===== src/rtl/rhfld_pkg.sv =====
// ----------------------------------------------------------------------------
// rhfld_pkg
// Shared types, character codes and helper functions for the raw hex frame
// line decoder.
// ----------------------------------------------------------------------------
`default_nettype none

package rhfld_pkg;

  // Default number of decoded bytes a line may carry
  localparam int MAX_BYTES_DEF = 14;

  // Character codes
  localparam logic [7:0] CHAR_STAR = 8'h2A;
  localparam logic [7:0] CHAR_SEMI = 8'h3B;
  localparam logic [7:0] CHAR_LF   = 8'h0A;
  localparam logic [7:0] CHAR_CR   = 8'h0D;
  localparam logic [7:0] CHAR_SP   = 8'h20;
  localparam logic [7:0] CHAR_TAB  = 8'h09;

  // Line status codes
  typedef enum logic [2:0] {
    ST_GOOD       = 3'd0,
    ST_EMPTY      = 3'd1,
    ST_NOT_FRAMED = 3'd2,
    ST_TOO_LONG   = 3'd3,
    ST_BAD_HEX    = 3'd4
  } status_t;

  // Result sequencer states
  typedef enum logic [1:0] {
    S_IDLE,
    S_READ,
    S_SHOW
  } rhfld_state_t;

  // Whitespace: space, and tab up to and including carriage return
  function automatic logic is_space(input logic [7:0] c);
    return (c == CHAR_SP) || ((c >= CHAR_TAB) && (c <= CHAR_CR));
  endfunction

  // Hex digit decode: bit 4 flags a valid digit, bits 3:0 hold its value
  function automatic logic [4:0] hex_value(input logic [7:0] c);
    logic [7:0] d;
    d = 8'h00;
    if ((c >= 8'h30) && (c <= 8'h39)) begin
      d = c - 8'h30;
      return {1'b1, d[3:0]};
    end
    if ((c >= 8'h61) && (c <= 8'h66)) begin
      d = c - 8'h57;
      return {1'b1, d[3:0]};
    end
    if ((c >= 8'h41) && (c <= 8'h46)) begin
      d = c - 8'h37;
      return {1'b1, d[3:0]};
    end
    return 5'b0_0000;
  endfunction

endpackage

`default_nettype wire


===== src/rtl/rhfld_in_if.sv =====
// ----------------------------------------------------------------------------
// rhfld_in_if
// Character input channel: valid/ready handshake carrying one text byte.
// ----------------------------------------------------------------------------
`default_nettype none

interface rhfld_in_if;
  logic       valid;
  logic       ready;
  logic [7:0] in_byte;

  modport source (output valid, output in_byte, input ready);
  modport sink   (input valid, input in_byte, output ready);
endinterface

`default_nettype wire


===== src/rtl/rhfld_out_if.sv =====
// ----------------------------------------------------------------------------
// rhfld_out_if
// Result channel: valid/ready handshake carrying one decoded result.
// ----------------------------------------------------------------------------
`default_nettype none

interface rhfld_out_if;
  logic       valid;
  logic       ready;
  logic [2:0] status;
  logic [7:0] frame_byte;
  logic       byte_valid;
  logic       last_of_line;
  logic [3:0] frame_length;

  modport source (output valid, output status, output frame_byte, output byte_valid,
                  output last_of_line, output frame_length, input ready);
  modport sink   (input valid, input status, input frame_byte, input byte_valid,
                  input last_of_line, input frame_length, output ready);
endinterface

`default_nettype wire


===== src/rtl/raw_hex_frame_line_decoder.sv =====
// ----------------------------------------------------------------------------
// raw_hex_frame_line_decoder
// Decodes framed hex text lines ('*' hex digits ... ';') into binary bytes,
// one result per byte at the end of each line, or one status result.
// ----------------------------------------------------------------------------
//
//  Channel   Dir  Handshake      Payload
//  in_ch     in   valid/ready    in_byte
//  out_ch    out  valid/ready    status, frame_byte, byte_valid,
//                                last_of_line, frame_length
//
// A character is taken every cycle while no line result is pending.
// At the newline the input stalls while results go out: a good line with
// N bytes gives N results, each a byte store read (S_READ) then an output
// state (S_SHOW), any other line a single result; downstream stalls hold it.
// Reset (synchronous, rst) clears the line state and sequencer; the byte
// store is not cleared, as only bytes written in the current line are read.
// ----------------------------------------------------------------------------
`default_nettype none

module raw_hex_frame_line_decoder
  import rhfld_pkg::*;
#(
  parameter int MAX_BYTES = MAX_BYTES_DEF
) (
  input  wire logic   clk,
  input  wire logic   rst,
  rhfld_in_if.sink    in_ch,
  rhfld_out_if.source out_ch
);

  localparam int AW = (MAX_BYTES > 1) ? $clog2(MAX_BYTES) : 1;
  localparam int CW = $clog2(MAX_BYTES + 1);

  rhfld_state_t  state;
  rhfld_state_t  state_next;

  status_t       res_status;
  logic [CW-1:0] res_count;
  logic [CW-1:0] idx;
  logic          has_bytes;

  logic          in_fire;
  logic          out_fire;
  logic          is_nl;
  logic          is_last;
  logic [CW+3:0] len_ext;

  logic          wr_en;
  logic [AW-1:0] wr_addr;
  logic [7:0]    wr_data;
  logic          rd_en;
  logic [7:0]    rd_data;
  status_t       line_status;
  logic [CW-1:0] line_count;

  assign in_fire  = in_ch.valid && in_ch.ready;
  assign out_fire = out_ch.valid && out_ch.ready;
  assign is_nl    = (in_ch.in_byte == CHAR_LF);
  assign is_last  = !has_bytes || ({1'b0, idx} + (CW + 1)'(1) == {1'b0, res_count});
  assign len_ext  = {4'b0000, res_count};

  rhfld_line_parse #(
    .MAX_BYTES (MAX_BYTES),
    .AW        (AW),
    .CW        (CW)
  ) u_parse (
    .clk         (clk),
    .rst         (rst),
    .in_fire     (in_fire),
    .in_byte     (in_ch.in_byte),
    .wr_en       (wr_en),
    .wr_addr     (wr_addr),
    .wr_data     (wr_data),
    .line_status (line_status),
    .line_count  (line_count)
  );

  rhfld_byte_mem #(
    .DEPTH (MAX_BYTES),
    .AW    (AW)
  ) u_mem (
    .clk     (clk),
    .wr_en   (wr_en),
    .wr_addr (wr_addr),
    .wr_data (wr_data),
    .rd_en   (rd_en),
    .rd_addr (idx[AW-1:0]),
    .rd_data (rd_data)
  );

  // Sequencer state register
  always_ff @(posedge clk) begin
    if (rst) begin
      state <= S_IDLE;
    end else begin
      state <= state_next;
    end
  end

  // Next state and handshake outputs
  always_comb begin
    state_next  = state;
    in_ch.ready = 1'b0;
    rd_en       = 1'b0;
    out_ch.valid = 1'b0;
    unique case (state)
      S_IDLE: begin
        in_ch.ready = 1'b1;
        if (in_fire && is_nl) begin
          if ((line_status == ST_GOOD) && (line_count != '0)) begin
            state_next = S_READ;
          end else begin
            state_next = S_SHOW;
          end
        end
      end
      S_READ: begin
        rd_en      = 1'b1;
        state_next = S_SHOW;
      end
      S_SHOW: begin
        out_ch.valid = 1'b1;
        if (out_fire) begin
          state_next = is_last ? S_IDLE : S_READ;
        end
      end
      default: state_next = S_IDLE;
    endcase
  end

  // Latch the line summary at the newline; advance the byte index per result
  always_ff @(posedge clk) begin
    if (state == S_IDLE && in_fire && is_nl) begin
      res_status <= line_status;
      res_count  <= line_count;
      has_bytes  <= (line_status == ST_GOOD) && (line_count != '0);
      idx        <= '0;
    end else if (state == S_SHOW && out_fire && !is_last) begin
      idx <= idx + CW'(1);
    end
  end

  // Result payload
  assign out_ch.status       = res_status;
  assign out_ch.frame_byte   = has_bytes ? rd_data : 8'h00;
  assign out_ch.byte_valid   = has_bytes;
  assign out_ch.last_of_line = is_last;
  assign out_ch.frame_length = has_bytes ? len_ext[3:0] : 4'h0;

endmodule

`default_nettype wire


===== src/rtl/rhfld_byte_mem.sv =====
// ----------------------------------------------------------------------------
// rhfld_byte_mem
// Byte store for one line: one write port, one read port, registered read.
// ----------------------------------------------------------------------------
`default_nettype none

module rhfld_byte_mem #(
  parameter int DEPTH = 14,
  parameter int AW    = 4
) (
  input  wire logic          clk,
  input  wire logic          wr_en,
  input  wire logic [AW-1:0] wr_addr,
  input  wire logic [7:0]    wr_data,
  input  wire logic          rd_en,
  input  wire logic [AW-1:0] rd_addr,
  output logic      [7:0]    rd_data
);

  logic [7:0] mem [DEPTH];

  // Write decoded bytes
  always_ff @(posedge clk) begin
    if (wr_en) begin
      mem[wr_addr] <= wr_data;
    end
  end

  // Registered read; hold data between reads
  always_ff @(posedge clk) begin
    if (rd_en) begin
      rd_data <= mem[rd_addr];
    end
  end

endmodule

`default_nettype wire


===== src/rtl/rhfld_line_parse.sv =====
// ----------------------------------------------------------------------------
// rhfld_line_parse
// Per-line scanner: trims whitespace, tracks framing, pairs hex digits into
// bytes for the byte store, and reports the line status at the newline.
// ----------------------------------------------------------------------------
`default_nettype none

module rhfld_line_parse
  import rhfld_pkg::*;
#(
  parameter int MAX_BYTES = MAX_BYTES_DEF,
  parameter int AW        = 4,
  parameter int CW        = 4
) (
  input  wire logic          clk,
  input  wire logic          rst,
  input  wire logic          in_fire,
  input  wire logic [7:0]    in_byte,
  output logic               wr_en,
  output logic      [AW-1:0] wr_addr,
  output logic      [7:0]    wr_data,
  output status_t            line_status,
  output logic      [CW-1:0] line_count
);

  localparam int LEN_CAP = 2 * MAX_BYTES + 3;
  localparam int LW      = $clog2(LEN_CAP + 1);

  logic [CW-1:0] count;
  logic [LW-1:0] clen;
  logic [LW-1:0] pend;
  logic [3:0]    high;
  logic          npend;
  logic          star;
  logic          semi;
  logic [7:0]    tent;
  logic          bad;

  logic          is_nl;
  logic          is_sp;
  logic          take_char;
  logic          do_mid;
  logic [4:0]    hv;
  logic [LW:0]   total;

  assign is_nl     = (in_byte == CHAR_LF);
  assign is_sp     = is_space(in_byte);
  assign take_char = in_fire && !is_nl && !is_sp;
  assign do_mid    = take_char && (clen >= LW'(2));
  assign hv        = hex_value(tent);
  assign total     = {1'b0, clen} + {1'b0, pend} + (LW + 1)'(1);

  // Store a byte when the held character completes a digit pair
  assign wr_en   = do_mid && hv[4] && npend && (count < CW'(MAX_BYTES));
  assign wr_addr = count[AW-1:0];
  assign wr_data = {high, hv[3:0]};

  // Line status: the first failing check wins
  always_comb begin
    if (clen < LW'(2)) begin
      line_status = ST_EMPTY;
    end else if (!star || !semi) begin
      line_status = ST_NOT_FRAMED;
    end else if (clen > LW'(2 * MAX_BYTES + 2)) begin
      line_status = ST_TOO_LONG;
    end else if (bad || clen[0]) begin
      line_status = ST_BAD_HEX;
    end else begin
      line_status = ST_GOOD;
    end
  end

  assign line_count = count;

  // Advance the line state; clear it at the newline
  always_ff @(posedge clk) begin
    if (rst || (in_fire && is_nl)) begin
      count <= '0;
      clen  <= '0;
      pend  <= '0;
      high  <= '0;
      npend <= 1'b0;
      star  <= 1'b0;
      semi  <= 1'b0;
      tent  <= '0;
      bad   <= 1'b0;
    end else if (in_fire && is_sp) begin
      if ((clen != '0) && (pend < LW'(LEN_CAP))) begin
        pend <= pend + LW'(1);
      end
    end else if (take_char) begin
      if (in_byte == CHAR_SEMI) begin
        semi <= 1'b1;
      end
      tent <= in_byte;
      if (clen == '0) begin
        star <= (in_byte == CHAR_STAR);
        clen <= LW'(1);
      end else begin
        // Held character becomes interior: decode it
        if (do_mid) begin
          if (!hv[4]) begin
            bad <= 1'b1;
          end else if (npend) begin
            if (count < CW'(MAX_BYTES)) begin
              count <= count + CW'(1);
            end
            npend <= 1'b0;
          end else begin
            high  <= hv[3:0];
            npend <= 1'b1;
          end
        end
        // Interior whitespace is never a hex digit
        if (pend != '0) begin
          bad <= 1'b1;
        end
        clen <= (total > (LW + 1)'(LEN_CAP)) ? LW'(LEN_CAP) : total[LW-1:0];
        pend <= '0;
      end
    end
  end

endmodule

`default_nettype wire


===== src/flat_wrapper.sv =====
// flat-port wrapper written by rule: the top's interface ports become plain ports
module raw_hex_frame_line_decoder_flat import rhfld_pkg::*;
#(
  parameter int MAX_BYTES = MAX_BYTES_DEF
)
  (clk, rst, in_ch_valid, in_ch_in_byte, in_ch_ready, out_ch_valid, out_ch_status, out_ch_frame_byte, out_ch_byte_valid, out_ch_last_of_line, out_ch_frame_length, out_ch_ready);
  rhfld_in_if in_ch_i ();
  rhfld_out_if out_ch_i ();
  input  wire logic clk;
  input  wire logic rst;
  input wire logic [$bits(in_ch_i.valid)-1:0] in_ch_valid;
  input wire logic [$bits(in_ch_i.in_byte)-1:0] in_ch_in_byte;
  output wire logic [$bits(in_ch_i.ready)-1:0] in_ch_ready;
  output wire logic [$bits(out_ch_i.valid)-1:0] out_ch_valid;
  output wire logic [$bits(out_ch_i.status)-1:0] out_ch_status;
  output wire logic [$bits(out_ch_i.frame_byte)-1:0] out_ch_frame_byte;
  output wire logic [$bits(out_ch_i.byte_valid)-1:0] out_ch_byte_valid;
  output wire logic [$bits(out_ch_i.last_of_line)-1:0] out_ch_last_of_line;
  output wire logic [$bits(out_ch_i.frame_length)-1:0] out_ch_frame_length;
  input wire logic [$bits(out_ch_i.ready)-1:0] out_ch_ready;
  assign in_ch_i.valid = in_ch_valid;
  assign in_ch_i.in_byte = in_ch_in_byte;
  assign in_ch_ready = in_ch_i.ready;
  assign out_ch_valid = out_ch_i.valid;
  assign out_ch_status = out_ch_i.status;
  assign out_ch_frame_byte = out_ch_i.frame_byte;
  assign out_ch_byte_valid = out_ch_i.byte_valid;
  assign out_ch_last_of_line = out_ch_i.last_of_line;
  assign out_ch_frame_length = out_ch_i.frame_length;
  assign out_ch_i.ready = out_ch_ready;
  raw_hex_frame_line_decoder #(.MAX_BYTES(MAX_BYTES)) u_core (.clk(clk), .rst(rst), .in_ch(in_ch_i), .out_ch(out_ch_i));
endmodule

===== config.mk =====
export PLATFORM = sky130hd
export DESIGN_NAME = raw_hex_frame_line_decoder_flat
export DESIGN_NICKNAME = d
export VERILOG_FILES = /design/src/rtl/rhfld_pkg.sv /design/src/rtl/rhfld_in_if.sv /design/src/rtl/rhfld_out_if.sv /design/src/rtl/raw_hex_frame_line_decoder.sv /design/src/rtl/rhfld_byte_mem.sv /design/src/rtl/rhfld_line_parse.sv /design/src/flat_wrapper.sv
export SDC_FILE = /design/constraint.sdc
export NUM_CORES = 1
export LEC_CHECK = 0
export BUFFER_PORTS_ARGS = -buffer_cell sky130_fd_sc_hd__buf_2
export CAP_MARGIN = 25
export CORE_MARGIN = 2
export CORE_UTILIZATION = 61
export DETAILED_ROUTE_END_ITERATION = 12
export PLACE_DENSITY = 0.79
export SLEW_MARGIN = 0
export SYNTH_ARGS = -nofsm -noshare
export SYNTH_HDL_FRONTEND = slang
export SYNTH_SLANG_ARGS = --single-unit

===== constraint.sdc =====
create_clock -name clk -period 2.9 [get_ports clk]
set_clock_uncertainty 0.1 [all_clocks]
set_input_delay 0.29 -clock clk [delete_from_list [all_inputs] [get_ports clk]]
set_output_delay 0.29 -clock clk [all_outputs]
set_load 0.05 [all_outputs]

==> results.sh, run 1 <==
export IMPL_core_area_um2=11500
export IMPL_grt_pass1_vias=4285
export IMPL_grt_start_max_net_pins=36
export IMPL_routabilityCongestion=0.821
export IMPL_fin_crit_sh=0.942
export IMPL_fin_nets=565
export IMPL_ys_types=61
export IMPL_routed_wl_um=15400
export IMPL_cp_cell_sequence="inv_1, ha_1, nor3b_1, nand3b_1, a2111oi_4, and2_4, and3_1"
export IMPL_drc_errors=0
export IMPL_synth_edf_count=128
export IMPL_pwr_share_clk=0.454
export IMPL_port_buffers=30
export IMPL_crit_arrival_ps=2720
export IMPL_drtIter0Drc=421
export IMPL_switching_share=0.199
export IMPL_setup_violations_final=0
export IMPL_synth_async_reset_ratio=0
export IMPL_cts_clk_slew_worst_paths_ps=60
export IMPL_syn_nets=516
export IMPL_dieArea_um2=12700
export IMPL_drt_vias_per_instance=6.25
export IMPL_syn_area_per_cell_um2=14.7
export IMPL_die_w_um=113
export IMPL_drv_cap=0
export IMPL_slew_viol_final=0
export IMPL_syn_area_um2=7180
export IMPL_crit_path_max_incr_delay_ps=500
export IMPL_required_ps=2890
export IMPL_cts_path_max_buffers=2
export IMPL_area_growth_pct=13.9
export IMPL_cp_num_buf_inv=1
export IMPL_antenna_found_initial=0
export IMPL_crit_path_end_kind="flip-flop"
export IMPL_leakage_nw=3.03
export IMPL_postCtsSetupRepairBufs=0
export IMPL_post_dp_hpwl_um=10300
export IMPL_cp_top_family="simple AND/OR/NAND/NOR gates"
export IMPL_tightestPinTransition_ps=979
export IMPL_cp_slowest_cell="a2111oi_4"
export IMPL_rows=39
export IMPL_hold_viol_final=0
export IMPL_power_frac_seq=0.517
export IMPL_drtAntennaViolNets=0
export IMPL_syn_instance_count=488
export IMPL_dpl_cell_area_um2=7570
export IMPL_hp_class="in2reg"
export IMPL_ys_seq_elements=164
export IMPL_setup_tns_ps=0
export IMPL_grt_pass1_wl_um=24400
export IMPL_synth_seq_area_share=0.635
export IMPL_intPower_mw=3.91
export IMPL_wl_per_cell_um=22.2
export IMPL_ys_warn_count=0
export IMPL_antenna_cells=0
export IMPL_via_count=4328
export IMPL_drive_gt1_frac=0.253
export IMPL_fin_area_um2=8180
export IMPL_gr_total_overflow=0
export IMPL_root_buffer="clkbuf_16"
export IMPL_crit_fanout=13
export IMPL_finalCriticalPeriod_ps=2730
export IMPL_ios=31
export IMPL_worstSetupPathType="reg2reg"
export IMPL_timing_fmax_mhz=366
export IMPL_worst_slew_margin_rel=0.346
export IMPL_start_util=0.627
export IMPL_synth_main_ff_cell="edfxtp_1"
export IMPL_cts_htree_levels=4
export IMPL_insertion_delay_ps=430
export IMPL_dr_pass1_iters=5
export IMPL_whs_ps=43.9
export IMPL_ir_drop_v=0.000412
export IMPL_p_switching_mw=0.972
export IMPL_grt_usage=0.264
export IMPL_rsz0062_at_grt="false"
export IMPL_run_status="finished clean"
export IMPL_p_per_area_nw_per_um2=597
export IMPL_die_h_um=113
export IMPL_start_kind="flip-flop"
export IMPL_cts_sinks=164
export IMPL_cts_tree="built"
export IMPL_numCtsBuffers=17
export IMPL_combPwrFrac=0.028
[cells by family after synthesis]
| group | count (synthesis) | synth area share |
|---|---|---|
| xor+xnor | 8 | 0.00975 |
| compound gates | 69 | 0.0664 |
| fa+ha+maj | 16 | 0.0289 |
| mux | 44 | 0.118 |
| simple gates | 151 | 0.120 |
| flops | 164 | 0.635 |
| buf+inv | 36 | 0.0216 |
[through the flow]
step | total power [mW] | util | instances | setup WS [ps]
after floorplan | 2.66 | - | 488 | 423
after global placement | 2.71 | 0.660 | 659 | 231
after detailed placement | 2.71 | 0.660 | 659 | 126
after CTS | 4.90 | 0.712 | 692 | 108
after global routing | 5.00 | 0.714 | 693 | 16.3
final | 4.88 | 0.714 | 693 | 169
[layout by cell type, fill, tap and decap left out, types with 4 or more instances in the layout]
cell        count
clkinvlp_4      4
edfxtp_1      128
and2_1         17
nor2b_1         9
nand4_1         5
buf_4          17
nand2_1        36
and3_1          9
a21o_1          4
a22o_1          5
clkinv_2        4
nor3_1          8
a21oi_1        20
xnor2_1         5
a31oi_1        10
nor2_1         17
dfxtp_1        35
mux2i_1         4
clkbuf_16      17
mux4_2         32
ha_1           15
inv_1          15
o21ai_0        11
buf_2          30
nor4b_1         4
nand3_1         9
mux2_2          8
and3_2          5
[repair_timing]
| action | CTS | global route |
|---|---|---|
| gates resized for setup | 0 | 7 |
| setup endpoints to repair | 0 | 48 |
| endpoints found under the hold margin | 1 | 0 |
| hold buffers | 1 | 0 |
[flip-flops by register name (all words and copies together), names as in the netlist]
| register | flops |
|---|---|
| u_core.out_ch.status | 3 |
| u_core.u_parse.clen | 5 |
| u_core.u_mem.rd_data | 8 |
| u_core.idx | 4 |
| u_core.out_ch.byte_valid | 1 |
| u_core.u_parse.star | 1 |
| u_core.state | 2 |
| u_core.res_count | 4 |
| u_core.u_parse.semi | 1 |
| u_core.u_parse.high | 4 |
| u_core.u_parse.npend | 1 |
| u_core.u_parse.tent | 8 |
| u_core.u_parse.bad | 1 |
| u_core.u_parse.line_count | 4 |
| u_core.u_mem.mem | 112 |
| u_core.u_parse.pend | 5 |
[routing by layer]
layer,track usage,vias up,share of wire
li1,-,1998,-
met1,0.347,2154,0.40
met2,0.429,148,0.51
met3,0.0567,28,0.053
met4,0.115,0,0.029
met5,0,-,0
[Yosys cell counts (all sizes together), types with 4 or more instances]
library cell,n,share of area
a211oi,4,0.0049
mux2i,4,0.0056
and4,4,0.0049
xnor2,5,0.0061
nand4,5,0.0044
a22o,5,0.0061
edfxtp,128,0.54
and2,18,0.016
nor3,8,0.0056
dfxtp,36,0.10
a21o,4,0.0042
mux4,32,0.10
mux2,8,0.013
clkbuf,10,0.0052
ha,15,0.026
nor2,17,0.0089
nand3,9,0.0063
a31oi,10,0.0087
nand2,37,0.020
a21oi,20,0.014
buf,10,0.0080
nor4b,5,0.0070
and3,14,0.012
nor4,4,0.0044
inv,16,0.0084
o21ai,13,0.0091
nor2b,9,0.0078
[power by group through the flow]
stage / combinational, mW / sequential (mW) / clock, mW
final: 0.138 / 2.53 / 2.22
after global routing: 0.153 / 2.53 / 2.32
after CTS: 0.137 / 2.53 / 2.23
after detailed placement: 0.135 / 2.58 / 0
after global placement: 0.132 / 2.58 / 0
after floorplan: 0.0889 / 2.57 / 0
[final timing paths]
check,start,end,slack [ps],depth (start not counted)
worst max-delay path,u_core.u_parse.tent[0],u_core.u_mem.mem[5][4],170,7
worst min-delay path,in_ch_in_byte[6],u_core.u_parse.tent[6],40,3
worst max register to register,u_core.u_parse.tent[0],u_core.u_mem.mem[5][4],170,7
worst min register to register,u_core.u_parse.star,u_core.u_parse.star,360,2
[worst min-delay path, stage by stage]
cell,delay (ps)
buf_2,120
nand2_1,60
a21oi_1,50
[final cells by class]
type | instances | area, µm²
sequential | 164 | 4570
fill | 726 | 3280
multi-input combinational | 288 | 2470
clock buffer | 17 | 425
timing repair buffer | 50 | 315
tap | 143 | 179
clock inverter | 15 | 165
inverter | 16 | 60.1
(Power assumes the default switching activity.)
==> run 2, diff against run 1 <==
- BUFFER_PORTS_ARGS: -buffer_cell sky130_fd_sc_hd__buf_2 -> -buffer_cell sky130_fd_sc_hd__buf_4
==> results.sh, run 2 (same netlist as run 1, synthesis figures left out) <==
export IMPL_grt_start_max_net_pins=33
export IMPL_fin_crit_sh=0.943
export IMPL_cts_clk_slew_worst_paths_ps=60
export IMPL_ios=31
export IMPL_setup_tns_ps=0
export IMPL_drive_gt1_frac=0.251
export IMPL_insertion_delay_ps=430
export IMPL_met3_length_um=1090
export IMPL_worst_r2r_startpoint="u_core.u_parse.tent[0]"
export IMPL_cts_path_max_buffers=2
export IMPL_drtIter0Drc=389
export IMPL_drc_errors=0
export IMPL_gr_total_overflow=0
export IMPL_p_total_mw=4.97
export IMPL_num_fill_cells=713
export IMPL_ir_drop_v=0.000520
export IMPL_via_count=4379
export IMPL_setup_violations_final=0
export IMPL_drtAntennaViolNets=0
export IMPL_leakage_nw=3.05
export IMPL_r2r_end="u_core.u_mem.mem[10][2]"
export IMPL_wl_met1_um=6120
export IMPL_routabilityCongestion=0.891
export IMPL_fin_area_um2=8250
export IMPL_grt_usage=0.267
export IMPL_worst_slew_margin_rel=0.357
export IMPL_worstHoldStart="in_ch_in_byte[7]"
export IMPL_fin_nets=561
export IMPL_crit_fanout=13
export IMPL_cts_sinks=164
export IMPL_mostFrequentLayoutCell="edfxtp_1"
export IMPL_rows=39
export IMPL_startpoint="u_core.u_parse.tent[0]"
export IMPL_cts_htree_levels=4
export IMPL_routed_wl_um=15800
export IMPL_hold_viol_final=0
export IMPL_finalWorstSetupSlack_ps=165
export IMPL_worstSetupPathType="reg2reg"
export IMPL_largest_reg_flops=112
export IMPL_mostFrequentLayoutCells="edfxtp_1 (128), buf_4 (43), nand2_1 (36)"
export IMPL_finalCoreUtilization=0.719
export IMPL_rsz0062_at_grt="false"
export IMPL_slew_viol_final=0
export IMPL_crit_path_end_kind="flip-flop"
export IMPL_start_kind="flip-flop"
export IMPL_reg_top3="u_core.u_mem.mem (112), u_core.u_mem.rd_data (8), u_core.u_parse.tent (8)"
export IMPL_run_status="finished clean"
export IMPL_rr_worst_depth=7
export IMPL_final_seq_area_um2=4570
export IMPL_core_area_um2=11500
export IMPL_hp_class="in2reg"
export IMPL_wl_per_cell_um=22.9
export IMPL_die_w_um=113
export IMPL_die_h_um=113
export IMPL_grt_pass1_wl_um=24600
export IMPL_crit_arrival_ps=2720
export IMPL_required_ps=2880
export IMPL_start_util=0.627
export IMPL_dp_slack_ps=143
export IMPL_area_growth_pct=14.8
export IMPL_numCtsBuffers=17
export IMPL_drv_cap=0
export IMPL_finalCriticalPeriod_ps=2730
export IMPL_antenna_found_initial=0
export IMPL_top_layer_used="met4"
export IMPL_met2_length_um=8160
export IMPL_dpl_cell_area_um2=7610
export IMPL_rrSetupSlack_ps=170
export IMPL_post_dp_hpwl_um=10700
export IMPL_port_buffers=30
export IMPL_dieArea_um2=12700
export IMPL_antenna_cells=0
export IMPL_grt_pass1_vias=4299
export IMPL_p_per_area_nw_per_um2=602
export IMPL_min_path_cells=3
export IMPL_min_to="u_core.u_parse.tent[7]"
export IMPL_root_buffer="clkbuf_16"
export IMPL_dr_pass1_iters=5
export IMPL_cts_tree="built"
export IMPL_multi_input_area_um2=2470
export IMPL_timing_fmax_mhz=366
export IMPL_postCtsSetupRepairBufs=0
export IMPL_tightestPinTransition_ps=963
export IMPL_regMostFlops="u_core.u_mem.mem"
export IMPL_drt_vias_per_instance=6.36
run 2: per-stage QoR:
step | hold slack [ps] | std cells
floorplan | 263 | 488
global placement | 347 | 655
global route | 47.1 | 689
CTS | 27.6 | 688
finish | 47.6 | 689
detailed placement | 355 | 655
run 2: power breakdown:
part	internal, mW	switching (mW)	total (mW)
Combinational	0.0598	0.0804	0.140
Sequential	2.51	0.0123	2.53
Clock	1.36	0.938	2.30
Total	3.94	1.03	4.97
run 2: layer usage:
| layer | global-route usage | up-vias |
|---|---|---|
| met5 | 0 | - |
| met4 | 0.110 | 0 |
| met1 | 0.334 | 2179 |
| met3 | 0.0664 | 30 |
| met2 | 0.451 | 175 |
| li1 | - | 1995 |
run 2: how the worst max path moves through the flow:
stage and endpoint:
5_1_grt u_core.u_mem.mem[6][2], 3_5_place_dp u_core.u_mem.mem[12][0], 2_1_floorplan u_core.u_mem.mem[1][0], 6_report u_core.u_mem.mem[10][2], 3_3_place_gp u_core.u_mem.mem[13][0], 4_1_cts u_core.u_mem.mem[1][7]
run 2: final cells by class:
type	count	area share
Clock buffer	17	0.0516
Clock inverter	15	0.0220
Inverter	16	0.00728
Multi-Input combinational cell	288	0.300
Sequential cell	164	0.554
Tap cell	143	0.0217
Timing Repair Buffer	46	0.0437
run 2: what timing repair did:
item	4_1_cts	5_1_grt
setup endpoints to repair	0	52
endpoints found under the hold margin	1	0
hold buffers	1	0
gates resized for setup	0	7
run 2: critical path: stages, from the launching register on:
cell and delay, ps:
dfxtp_1 410, inv_1 90, ha_1 210, nor3b_1 160, nand3b_1 240, a2111oi_4 460, and2_4 310, and3_1 420
